File: config.mk
export PLATFORM = sky130hd
export DESIGN_NAME = rgb_led_bit_encoder_core
export DESIGN_NICKNAME = d
export VERILOG_FILES = /design/src/design/rlbe_pkg.sv /design/src/design/rgb_led_bit_encoder_core.sv
export SDC_FILE = /design/constraint.sdc
export NUM_CORES = 1
export LEC_CHECK = 0
export BUFFER_PORTS_ARGS = -buffer_cell sky130_fd_sc_hd__clkbuf_2
export CORE_AREA = 4 4 302 156
export DETAILED_ROUTE_END_ITERATION = 8
export DIE_AREA = 0 0 306 160
export PLACE_DENSITY = 0.77
export SLEW_MARGIN = 15
export SYNTH_ARGS = -nofsm -noshare
export SYNTH_HDL_FRONTEND = slang
export SYNTH_SLANG_ARGS = --single-unit
File: constraint.sdc
create_clock -name clk -period 5.6 [get_ports clk]
set_input_delay 0.28 -clock clk [delete_from_list [all_inputs] [get_ports clk]]
set_output_delay 0.28 -clock clk [all_outputs]
set_load 0.05 [all_outputs]
File: src/design/rlbe_pkg.sv
// rlbe_pkg: types and constants for the rgb led bit encoder
// beat structs, register indexes, reset values and divide-by-100 constants
// no dependencies
`default_nettype none

package rlbe_pkg;

    // input beat: one led
    typedef struct packed {
        logic [7:0] green_in;
        logic [7:0] red_in;
        logic [7:0] blue_in;
        logic       last_led;
    } item_t;

    // output beat: one bit slot or the reset period
    typedef struct packed {
        logic [7:0] duty_code;
        logic       is_reset;
        logic [7:0] reset_length;
        logic       last;
    } result_t;

    localparam int unsigned CFG_IDX_W  = 3;
    localparam int unsigned CFG_DATA_W = 8;

    localparam logic [CFG_IDX_W-1:0] REG_BRIGHTNESS  = 3'd0;
    localparam logic [CFG_IDX_W-1:0] REG_FADE_LEVEL  = 3'd1;
    localparam logic [CFG_IDX_W-1:0] REG_FADE_ENABLE = 3'd2;
    localparam logic [CFG_IDX_W-1:0] REG_ONE_CODE    = 3'd3;
    localparam logic [CFG_IDX_W-1:0] REG_ZERO_CODE   = 3'd4;
    localparam logic [CFG_IDX_W-1:0] REG_RESET_SLOTS = 3'd5;

    localparam logic [6:0] RST_BRIGHTNESS  = 7'd100;
    localparam logic [6:0] RST_FADE_LEVEL  = 7'd100;
    localparam logic       RST_FADE_ENABLE = 1'b0;
    localparam logic [7:0] RST_ONE_CODE    = 8'd36;
    localparam logic [7:0] RST_ZERO_CODE   = 8'd16;
    localparam logic [7:0] RST_RESET_SLOTS = 8'd120;

    // bit slots per led and slot counter width (also counts the reset slot)
    localparam int unsigned SLOTS_PER_LED = 24;
    localparam int unsigned SLOT_W        = 5;
    localparam logic [SLOT_W-1:0] SLOT_LAST_BIT = 5'd23;
    localparam logic [SLOT_W-1:0] SLOT_RESET    = 5'd24;

    // floor(p/100) == (p*5243)>>19, exact for p below 43690; p never exceeds 255*127
    localparam int unsigned PROD_W     = 15;
    localparam int unsigned RECIP_W    = 13;
    localparam logic [RECIP_W-1:0] RECIP_100 = 13'd5243;
    localparam int unsigned RECIP_SHIFT = 19;
    localparam int unsigned QUOT_W      = PROD_W + RECIP_W;

endpackage

`default_nettype wire

File: src/design/rgb_led_bit_encoder_core.sv
// rgb_led_bit_encoder_core: led colour bytes in, pwm duty code per bit slot out
// depends on rlbe_pkg (beat structs, register indexes, constants)
// an accepted item passes stages 1, 2, 3 and the serialiser before its first bit-slot result beat
// throughput: 24 result beats per led, 25 on the last led of a frame; one
//   beat a cycle while result_ready is high, so the bit serialiser sets the rate
// three pipeline stages (level select, byte * level, divide by 100) may hold
//   further leds while the serialiser is busy; a new item is taken every cycle
//   until they fill
// reset: asynchronous active low, clears valid bits, the serialiser busy flag and
//   slot counter, and restores the configuration registers to their defaults
`default_nettype none

module rgb_led_bit_encoder_core (
    input  wire logic                             clk,
    input  wire logic                             rst_n,
    // led channel
    input  wire logic                             item_valid,
    output logic                                  item_ready,
    input  wire rlbe_pkg::item_t                  item,
    // bit-slot channel
    output logic                                  result_valid,
    input  wire logic                             result_ready,
    output rlbe_pkg::result_t                     result,
    // configuration writes
    input  wire logic                             cfg_we,
    input  wire logic [rlbe_pkg::CFG_IDX_W-1:0]   cfg_index,
    input  wire logic [rlbe_pkg::CFG_DATA_W-1:0]  cfg_data
);

    // ------------------------------------------------------------------
    // configuration registers
    // ------------------------------------------------------------------
    logic [6:0] brightness_reg;
    logic [6:0] fade_level_reg;
    logic       fade_enable_reg;
    logic [7:0] one_code_reg;
    logic [7:0] zero_code_reg;
    logic [7:0] reset_slots_reg;

    always_ff @(posedge clk or negedge rst_n)
    begin
        if (!rst_n)
        begin
            brightness_reg  <= rlbe_pkg::RST_BRIGHTNESS;
            fade_level_reg  <= rlbe_pkg::RST_FADE_LEVEL;
            fade_enable_reg <= rlbe_pkg::RST_FADE_ENABLE;
            one_code_reg    <= rlbe_pkg::RST_ONE_CODE;
            zero_code_reg   <= rlbe_pkg::RST_ZERO_CODE;
            reset_slots_reg <= rlbe_pkg::RST_RESET_SLOTS;
        end
        else if (cfg_we)
        begin
            unique case (cfg_index)
                rlbe_pkg::REG_BRIGHTNESS:  brightness_reg  <= cfg_data[6:0];
                rlbe_pkg::REG_FADE_LEVEL:  fade_level_reg  <= cfg_data[6:0];
                rlbe_pkg::REG_FADE_ENABLE: fade_enable_reg <= cfg_data[0];
                rlbe_pkg::REG_ONE_CODE:    one_code_reg    <= cfg_data;
                rlbe_pkg::REG_ZERO_CODE:   zero_code_reg   <= cfg_data;
                rlbe_pkg::REG_RESET_SLOTS: reset_slots_reg <= cfg_data;
                default: ; // unknown index: write dropped
            endcase
        end
    end

    // ------------------------------------------------------------------
    // pipeline control
    // each stage loads when empty or when its content moves on; the
    // serialiser frees on the final beat of its current led
    // ------------------------------------------------------------------
    logic s1_valid_reg;
    logic s2_valid_reg;
    logic s3_valid_reg;
    logic ser_busy_reg;

    logic ser_final;
    logic ser_free;
    logic s3_open;
    logic s2_open;
    logic s1_open;
    logic s1_load;
    logic s2_load;
    logic s3_load;
    logic ser_load;

    assign ser_free   = !ser_busy_reg || (result_ready && ser_final);
    assign s3_open    = !s3_valid_reg || ser_free;
    assign s2_open    = !s2_valid_reg || s3_open;
    assign s1_open    = !s1_valid_reg || s2_open;
    assign item_ready = s1_open;

    assign s1_load  = item_valid && s1_open;
    assign s2_load  = s1_valid_reg && s2_open;
    assign s3_load  = s2_valid_reg && s3_open;
    assign ser_load = s3_valid_reg && ser_free;

    always_ff @(posedge clk or negedge rst_n)
    begin
        if (!rst_n)
        begin
            s1_valid_reg <= 1'b0;
            s2_valid_reg <= 1'b0;
            s3_valid_reg <= 1'b0;
        end
        else
        begin
            if (s1_open)
            begin
                s1_valid_reg <= item_valid;
            end
            if (s2_open)
            begin
                s2_valid_reg <= s1_valid_reg;
            end
            if (s3_open)
            begin
                s3_valid_reg <= s2_valid_reg;
            end
        end
    end

    // ------------------------------------------------------------------
    // stage 1: capture the led and pick the percent level
    // ------------------------------------------------------------------
    rlbe_pkg::item_t s1_item_reg;
    logic [6:0]      s1_level_reg;

    always_ff @(posedge clk)
    begin
        if (s1_load)
        begin
            s1_item_reg  <= item;
            s1_level_reg <= fade_enable_reg ? fade_level_reg : brightness_reg;
        end
    end

    // ------------------------------------------------------------------
    // stage 2: byte * level, three small multipliers
    // ------------------------------------------------------------------
    logic [rlbe_pkg::PROD_W-1:0] s2_prod_g_reg;
    logic [rlbe_pkg::PROD_W-1:0] s2_prod_r_reg;
    logic [rlbe_pkg::PROD_W-1:0] s2_prod_b_reg;
    logic                        s2_last_reg;

    always_ff @(posedge clk)
    begin
        if (s2_load)
        begin
            s2_prod_g_reg <= rlbe_pkg::PROD_W'(s1_item_reg.green_in)
                             * rlbe_pkg::PROD_W'(s1_level_reg);
            s2_prod_r_reg <= rlbe_pkg::PROD_W'(s1_item_reg.red_in)
                             * rlbe_pkg::PROD_W'(s1_level_reg);
            s2_prod_b_reg <= rlbe_pkg::PROD_W'(s1_item_reg.blue_in)
                             * rlbe_pkg::PROD_W'(s1_level_reg);
            s2_last_reg   <= s1_item_reg.last_led;
        end
    end

    // ------------------------------------------------------------------
    // stage 3: divide by 100 through the reciprocal, saturate at 255
    // ------------------------------------------------------------------
    logic [rlbe_pkg::QUOT_W-1:0] quot_g;
    logic [rlbe_pkg::QUOT_W-1:0] quot_r;
    logic [rlbe_pkg::QUOT_W-1:0] quot_b;
    logic [7:0]                  scaled_g;
    logic [7:0]                  scaled_r;
    logic [7:0]                  scaled_b;

    assign quot_g = (rlbe_pkg::QUOT_W'(s2_prod_g_reg) * rlbe_pkg::QUOT_W'(rlbe_pkg::RECIP_100))
                    >> rlbe_pkg::RECIP_SHIFT;
    assign quot_r = (rlbe_pkg::QUOT_W'(s2_prod_r_reg) * rlbe_pkg::QUOT_W'(rlbe_pkg::RECIP_100))
                    >> rlbe_pkg::RECIP_SHIFT;
    assign quot_b = (rlbe_pkg::QUOT_W'(s2_prod_b_reg) * rlbe_pkg::QUOT_W'(rlbe_pkg::RECIP_100))
                    >> rlbe_pkg::RECIP_SHIFT;

    // a level above 100 can push the quotient past one byte
    assign scaled_g = (quot_g > rlbe_pkg::QUOT_W'(255)) ? 8'hFF : quot_g[7:0];
    assign scaled_r = (quot_r > rlbe_pkg::QUOT_W'(255)) ? 8'hFF : quot_r[7:0];
    assign scaled_b = (quot_b > rlbe_pkg::QUOT_W'(255)) ? 8'hFF : quot_b[7:0];

    logic [23:0] s3_word_reg;
    logic        s3_last_reg;

    always_ff @(posedge clk)
    begin
        if (s3_load)
        begin
            s3_word_reg <= {scaled_g, scaled_r, scaled_b};
            s3_last_reg <= s2_last_reg;
        end
    end

    // ------------------------------------------------------------------
    // bit serialiser: one beat per slot, msb first, green red blue;
    // the slot after the 24th is the reset period on a last led
    // ------------------------------------------------------------------
    logic [23:0]                 ser_word_reg;
    logic [23:0]                 ser_word_next;
    logic                        ser_last_led_reg;
    logic [rlbe_pkg::SLOT_W-1:0] slot_reg;
    logic [rlbe_pkg::SLOT_W-1:0] slot_next;
    logic                        ser_busy_next;
    logic                        is_reset_slot;
    logic                        beat_taken;

    assign is_reset_slot = (slot_reg == rlbe_pkg::SLOT_RESET);
    assign ser_final     = is_reset_slot
                           || (slot_reg == rlbe_pkg::SLOT_LAST_BIT && !ser_last_led_reg);
    assign beat_taken    = ser_busy_reg && result_ready;

    always_comb
    begin
        ser_word_next = ser_word_reg;
        slot_next     = slot_reg;
        ser_busy_next = ser_busy_reg;
        if (ser_load)
        begin
            ser_word_next = s3_word_reg;
            slot_next     = '0;
            ser_busy_next = 1'b1;
        end
        else if (beat_taken)
        begin
            ser_word_next = {ser_word_reg[22:0], 1'b0};
            slot_next     = slot_reg + rlbe_pkg::SLOT_W'(1);
            if (ser_final)
            begin
                ser_busy_next = 1'b0;
            end
        end
    end

    always_ff @(posedge clk or negedge rst_n)
    begin
        if (!rst_n)
        begin
            ser_busy_reg <= 1'b0;
            slot_reg     <= '0;
        end
        else
        begin
            ser_busy_reg <= ser_busy_next;
            slot_reg     <= slot_next;
        end
    end

    always_ff @(posedge clk)
    begin
        ser_word_reg <= ser_word_next;
        if (ser_load)
        begin
            ser_last_led_reg <= s3_last_reg;
        end
    end

    // result beat straight from serialiser registers
    assign result_valid = ser_busy_reg;

    always_comb
    begin
        result.is_reset     = is_reset_slot;
        result.last         = ser_final;
        if (is_reset_slot)
        begin
            result.duty_code    = 8'd0;
            result.reset_length = reset_slots_reg;
        end
        else
        begin
            result.duty_code    = ser_word_reg[23] ? one_code_reg : zero_code_reg;
            result.reset_length = 8'd0;
        end
    end

endmodule

`default_nettype wire
* Yosys cells after proc, flatten, opt, wreduce, memory -nomap -nowiden
Cells that the tools add are included.
Word-level totals: output and inout port bits 20, register bits 176, input bits 41, logic and storage cells 81
Cells by class: multiplexer cells 11, reduce and logical (&&, ||, !) cells 27, add/sub/neg operators 1, $mul 6, order comparisons 3, equal/unequal tests 7
Operator list (number):
- multiplier 15 x 13 -> 28 bit (second input constant) | 3
- 2-to-1 mux 24 bit | 2
- multiplier 8 x 7 -> 15 bit | 3
- greater-than comparator 9 x 8 -> 1 bit (second input constant) | 3
- 2-to-1 mux 8 bit | 3
- AND reduction 2 bit | 7
- equality test 5 bit (second input constant) | 2
- 2-to-1 mux 5 bit | 2
- logical AND 1 bit | 7
- 2-to-1 mux 7 bit | 1
- equality test 3 x 2 -> 1 bit (second input constant) | 2
- equality test 3 bit (second input constant) | 2
- adder 5 x 1 -> 5 bit (second input constant) | 1
- logical NOT 1 bit | 5
- logical OR 1 bit | 5
- nonzero test 2 bit | 2
- equality test 3 x 1 -> 1 bit (second input constant) | 1
- logical NOT 3 bit | 1
- 2-to-1 mux 1 bit | 3

* Depth between registers and ports, before layout
depth after elaboration 9, gate-level depth with buffers 19, depth with buffers taken out 19

* Least setup slack after synthesis
No wires, ideal clock.
path kind register -> register, start point register s2_prod_r_reg[9] (netlist name), end point register s3_word_reg[8], data pin, period minus slack after synthesis 5148 ps, data arrival time 4883 ps, library setup time 265 ps, required time 5335 ps, buffers on the path 0, cell stages (with the launch flop) 18, slack 452 ps, path through edfxtp_1 > ha_1 > fa_1 > fa_1 > fa_1 > inv_1 > fa_1 > inv_1 > ha_1 > a211oi_1 > nor3_1 > a211oi_2 > a21oi_2 > o31ai_2 > a21oi_1 > o41a_1 > xnor2_4 > o21ai_1
Between the ends: cells in the longest elaborated chain, start to end 2
Ends and longest elaborated chain:
- from (decl) | line rgb_led_bit_encoder_core.sv:140 | logic [rlbe_pkg::PROD_W-1:0] s2_prod_r_reg;
- from (signal assigned) | line rgb_led_bit_encoder_core.sv:150 | s2_prod_r_reg <= rlbe_pkg::PROD_W'(s1_item_reg.red_in)
- multiplier 15 x 13 -> 28 bit (*) | line rgb_led_bit_encoder_core.sv:170 | assign quot_r = (rlbe_pkg::QUOT_W'(s2_prod_r_reg) * rlbe_pkg::QUOT_W'(rlbe_pkg::RECIP_100))
- greater-than comparator 9 x 8 -> 1 bit | line rgb_led_bit_encoder_core.sv:177 | assign scaled_r = (quot_r > rlbe_pkg::QUOT_W'(255)) ? 8'hFF : quot_r[7:0];
- to (signal assigned) | line rgb_led_bit_encoder_core.sv:187 | s3_word_reg <= {scaled_g, scaled_r, scaled_b};
- to (decl) | line rgb_led_bit_encoder_core.sv:180 | logic [23:0] s3_word_reg;
Mark *: on every way between the ends. The rest lies on a longest branch, timed or not. A chain may end at the register's enable or synchronous reset.

* Worst setup path in the final report
start point register s2_prod_r_reg[11] (netlist name), end point register s3_word_reg[15], data pin
Same word-level chain as after synthesis.

==> flow_summary_export.csv <==
group,metric,value,unit
critical_path,reg2reg_to,"s3_word_reg[15]$_SDFFCE_PN1P_",
power,vdd_ir_drop_max,0.000299,V
floorplanning,die_h,160,um
clocking,cts_buffers,17,
route,dr.first_iter.drc_count,763,
critical_path,crit_chain,"buf_4 -> fa_1 -> ha_1 -> inv_1 -> fa_1 -> inv_1 -> fa_1 -> inv_1 -> fa_1 -> inv_1 -> ha_1 -> nand2_1 -> o21ai_1 -> a211oi_2 -> a21oi_2 -> o31ai_2 -> a21oi_2 -> or2_1 -> a2111oi_1 -> a31oi_1",
power,power,7.79,mW
critical_path,max_stage_delay,520,ps
global_route,grt_pass1_vias,15090,
critical_path,critical_path_buf_inv_count,5,
global_route,antenna_found_initial,0,
synthesis,avgSynthCellArea,11.0,um2
floorplanning,ioPinCount,61,
critical_path,cp-startpoint,"s2_prod_r_reg[11]$_DFFE_PP_",
cells_and_area,largest_register_ffs,25,
hold_path,worstHoldStart,"item_valid",
clocking,clk_pin_slew,80,ps
sta,finClkSkew,13.4,ps
cells_and_area,drive_above_1_share,9.38,%
cells_and_area,n_antenna_cell,0,
synthesis,yosysSeqAreaShare,23.1,%
route,routed_via_density,5.18,
sta,max_freq,181,MHz
floorplanning,dieArea,49000,um2
synthesis,synthFlopType,"edfxtp_1",
critical_path,reg2reg_depth,20,
sta,drv_slew,0,
floorplanning,die_w,306,um
clocking,clk_latency,460,ps
route,drtAntennaViolNets,0,
global_route,grt_max_degree,49,
critical_path,r2r_setup_slack,80,ps
route,routed_wl,47900,um
synthesis,async_flop_share,27.3,%
cells_and_area,fin_nets,2855,
place,port_buffers,60,
synthesis,ys_warn_count,0,
critical_path,critPathMaxFanout,4,
hold_path,holdPathStages,2,
synthesis,syn_inst,1988,
critical_path,criticalPathCategory,"reg -> reg",
route,drcViolationCount,0,
sta,timing.setup.tns,0,ps
sta,worst_pin_slew,1040,ps
place,dp.cells,2636,
cells_and_area,area_delta_synth_final,10.5,%
sta,hold_violations,0,
critical_path,crit_family,"adder cells",
power,powerDensity,321,nW/um2
synthesis,yosys.cell_types.count,61,
global_route,grt_first_pass_wirelength,79700,um
clocking,clockRootBuffer,"clkbuf_16",
critical_path,endpoint_kind,"register",
hold_path,hp-class,"in -> reg",
place,post-dp-hpwl,40200,um
critical_path,arrival,5700,ps
sta,fin_crit,5520,ps
floorplanning,num_rows,55,
run_status,status,"completed",
global_route,grtUsageTotal,20.4,%
floorplanning,start_util,49.3,%
route,wire_per_inst,17.6,um
synthesis,synth_edf_count,128,
critical_path,reg2reg_from,"s2_prod_r_reg[11]$_DFFE_PP_",
synthesis,synth_seq_cells,176,
job,max-cap-violations,0,
critical_path,cp-start-kind,"register",
clocking,clockBufferDepth,2,
synthesis,netlist_area,21900,um2
route,firstDrtPassIters,5,
synthesis,synth.net_count,2724,
hold_path,hold_end,"s1_valid_reg$_DFFE_PN0N_",
cells_and_area,fin_cells,2730,
power,leakage,12.4,nW
global_route,grt_overflow,0,
critical_path,required,5790,ps
floorplanning,coreArea,44500,um2
sta,min_period_over_period,98.5,%
sta,setup_viol,0,
sta,slew_headroom,30.9,%
clocking,cts_tree,"done",
clocking,clock-sinks,176,
critical_path,critPathSlowestCell,"fa_1",
place,gp_congestion,0.967,
clocking,htreeDepth,4,
route,num_vias,14152,
[final cells by class]
class / count / area (um2)
Sequential cell: 176 / 5060
Multi-Input combinational cell: 1335 / 15200
Tap cell: 598 / 748
Inverter: 451 / 1690
Clock inverter: 15 / 186
Timing Repair Buffer: 138 / 955
Fill cell: 3693 / 20300
Clock buffer: 17 / 425
[synth_stat cells (all sizes together) (3+ instances only)]
library cell | instances | area [um2]
o21ai | 22 | 110
or3 | 5 | 31.3
dfstp | 13 | 342
and3 | 11 | 68.8
nand3 | 15 | 75.1
inv | 451 | 1690
or2 | 6 | 37.5
a21oi | 44 | 224
o2111ai | 8 | 70.1
clkbuf | 21 | 78.8
mux2i | 9 | 90.1
o21a | 12 | 90.1
a211oi | 4 | 35.0
nand2 | 153 | 574
buf | 5 | 30.0
xnor2 | 38 | 352
o41a | 3 | 33.8
a21o | 27 | 203
nor2 | 45 | 169
o41ai | 3 | 33.8
nand2b | 4 | 25.0
mux2 | 71 | 800
o22ai | 4 | 25.0
nand4 | 7 | 43.8
xor2 | 22 | 193
edfxtp | 128 | 3840
a31oi | 4 | 25.0
ha | 401 | 5020
dfrtp | 35 | 876
fa | 294 | 5890
a211o | 3 | 26.3
nor2b | 10 | 62.6
o211ai | 4 | 40.0
nor3 | 10 | 50.1
o21bai | 8 | 60.1
and2 | 69 | 432
[through the flow]
| stage | area (um2) | util [%] | setup slack, ps | hold WS, ps |
|---|---|---|---|---|
| after floorplan | 21900 | - | 452 | -15.6 |
| after global placement | 23000 | 51.7 | 182 | 405 |
| after detailed placement | 23000 | 51.7 | -5.84 | 405 |
| after CTS | 23900 | 53.7 | 0.592 | 2.05 |
| after global routing | 24200 | 54.4 | -54.2 | 23.4 |
| final | 24200 | 54.4 | 84.5 | 21.2 |
[logic make-up (layout without fill, tap and decap cells)]
| group | after synthesis | after routing | synth area share [%] |
|---|---|---|---|
| muxes | 80 | 80 | 4.06 |
| buffers and inverters | 477 | 621 | 8.21 |
| DFF | 176 | 176 | 23.1 |
| xor gates and xnor gates | 60 | 60 | 2.48 |
| and+or+nand+nor | 342 | 342 | 7.42 |
| adders and majority gates | 695 | 695 | 49.7 |
| AOI/OAI and AO/OA | 158 | 158 | 5.05 |
[report_power, final]
part | internal [mW] | switching [mW]
Combinational | 2.07 | 2.70
Sequential | 1.68 | 0.124
Clock | 0.608 | 0.619
Total | 4.35 | 3.44
[placed cells by master (no fill, tap or decap), types with 22 or more instances in the layout]
| cell type | instances |
|---|---|
| nor2_1 | 45 |
| clkbuf_2 | 60 |
| dlygate4sd3_1 | 26 |
| fa_1 | 294 |
| edfxtp_1 | 128 |
| dfrtp_1 | 35 |
| xor2_1 | 22 |
| inv_1 | 451 |
| mux2_1 | 54 |
| xnor2_1 | 36 |
| buf_4 | 51 |
| and2_1 | 69 |
| nand2_1 | 153 |
| ha_1 | 398 |
| a21o_1 | 27 |
| a21oi_1 | 40 |
[layer usage]
metal / global-route usage [%] / part of all wire [%] / up-vias
met1: 31.7 / 51 / 7064
met4: 3.70 / 1.1 / 0
met2: 27.9 / 40 / 367
met5: 0 / 0 / -
met3: 6.52 / 8.1 / 38
li1: - / - / 6683
[worst max-delay path by stage]
stage | endpoint | slack (ps) | cells after the start
finish | s3_word_reg[15]$_SDFFCE_PN1P_ | 80 | 20
global route | s3_word_reg[15]$_SDFFCE_PN1P_ | -50 | 18
CTS | s3_word_reg[15]$_SDFFCE_PN1P_ | 0.6 | 17
detailed placement | s3_word_reg[0]$_SDFFCE_PN1P_ | -6 | 19
global placement | s3_word_reg[0]$_SDFFCE_PN1P_ | 180 | 19
floorplan | s3_word_reg[8]$_SDFFCE_PN1P_ | 450 | 17
[what timing repair did]
| action | in CTS | in global routing |
|---|---|---|
| endpoints found under the hold margin | 60 | 0 |
| setup buffers | 0 | 36 |
| pin swaps | 0 | 13 |
| gates resized for setup | 1 | 12 |
| hold buffers | 26 | 0 |
| endpoints found under the setup margin | 8 | 22 |
Note: power is estimated with default switching activity, not from simulation.
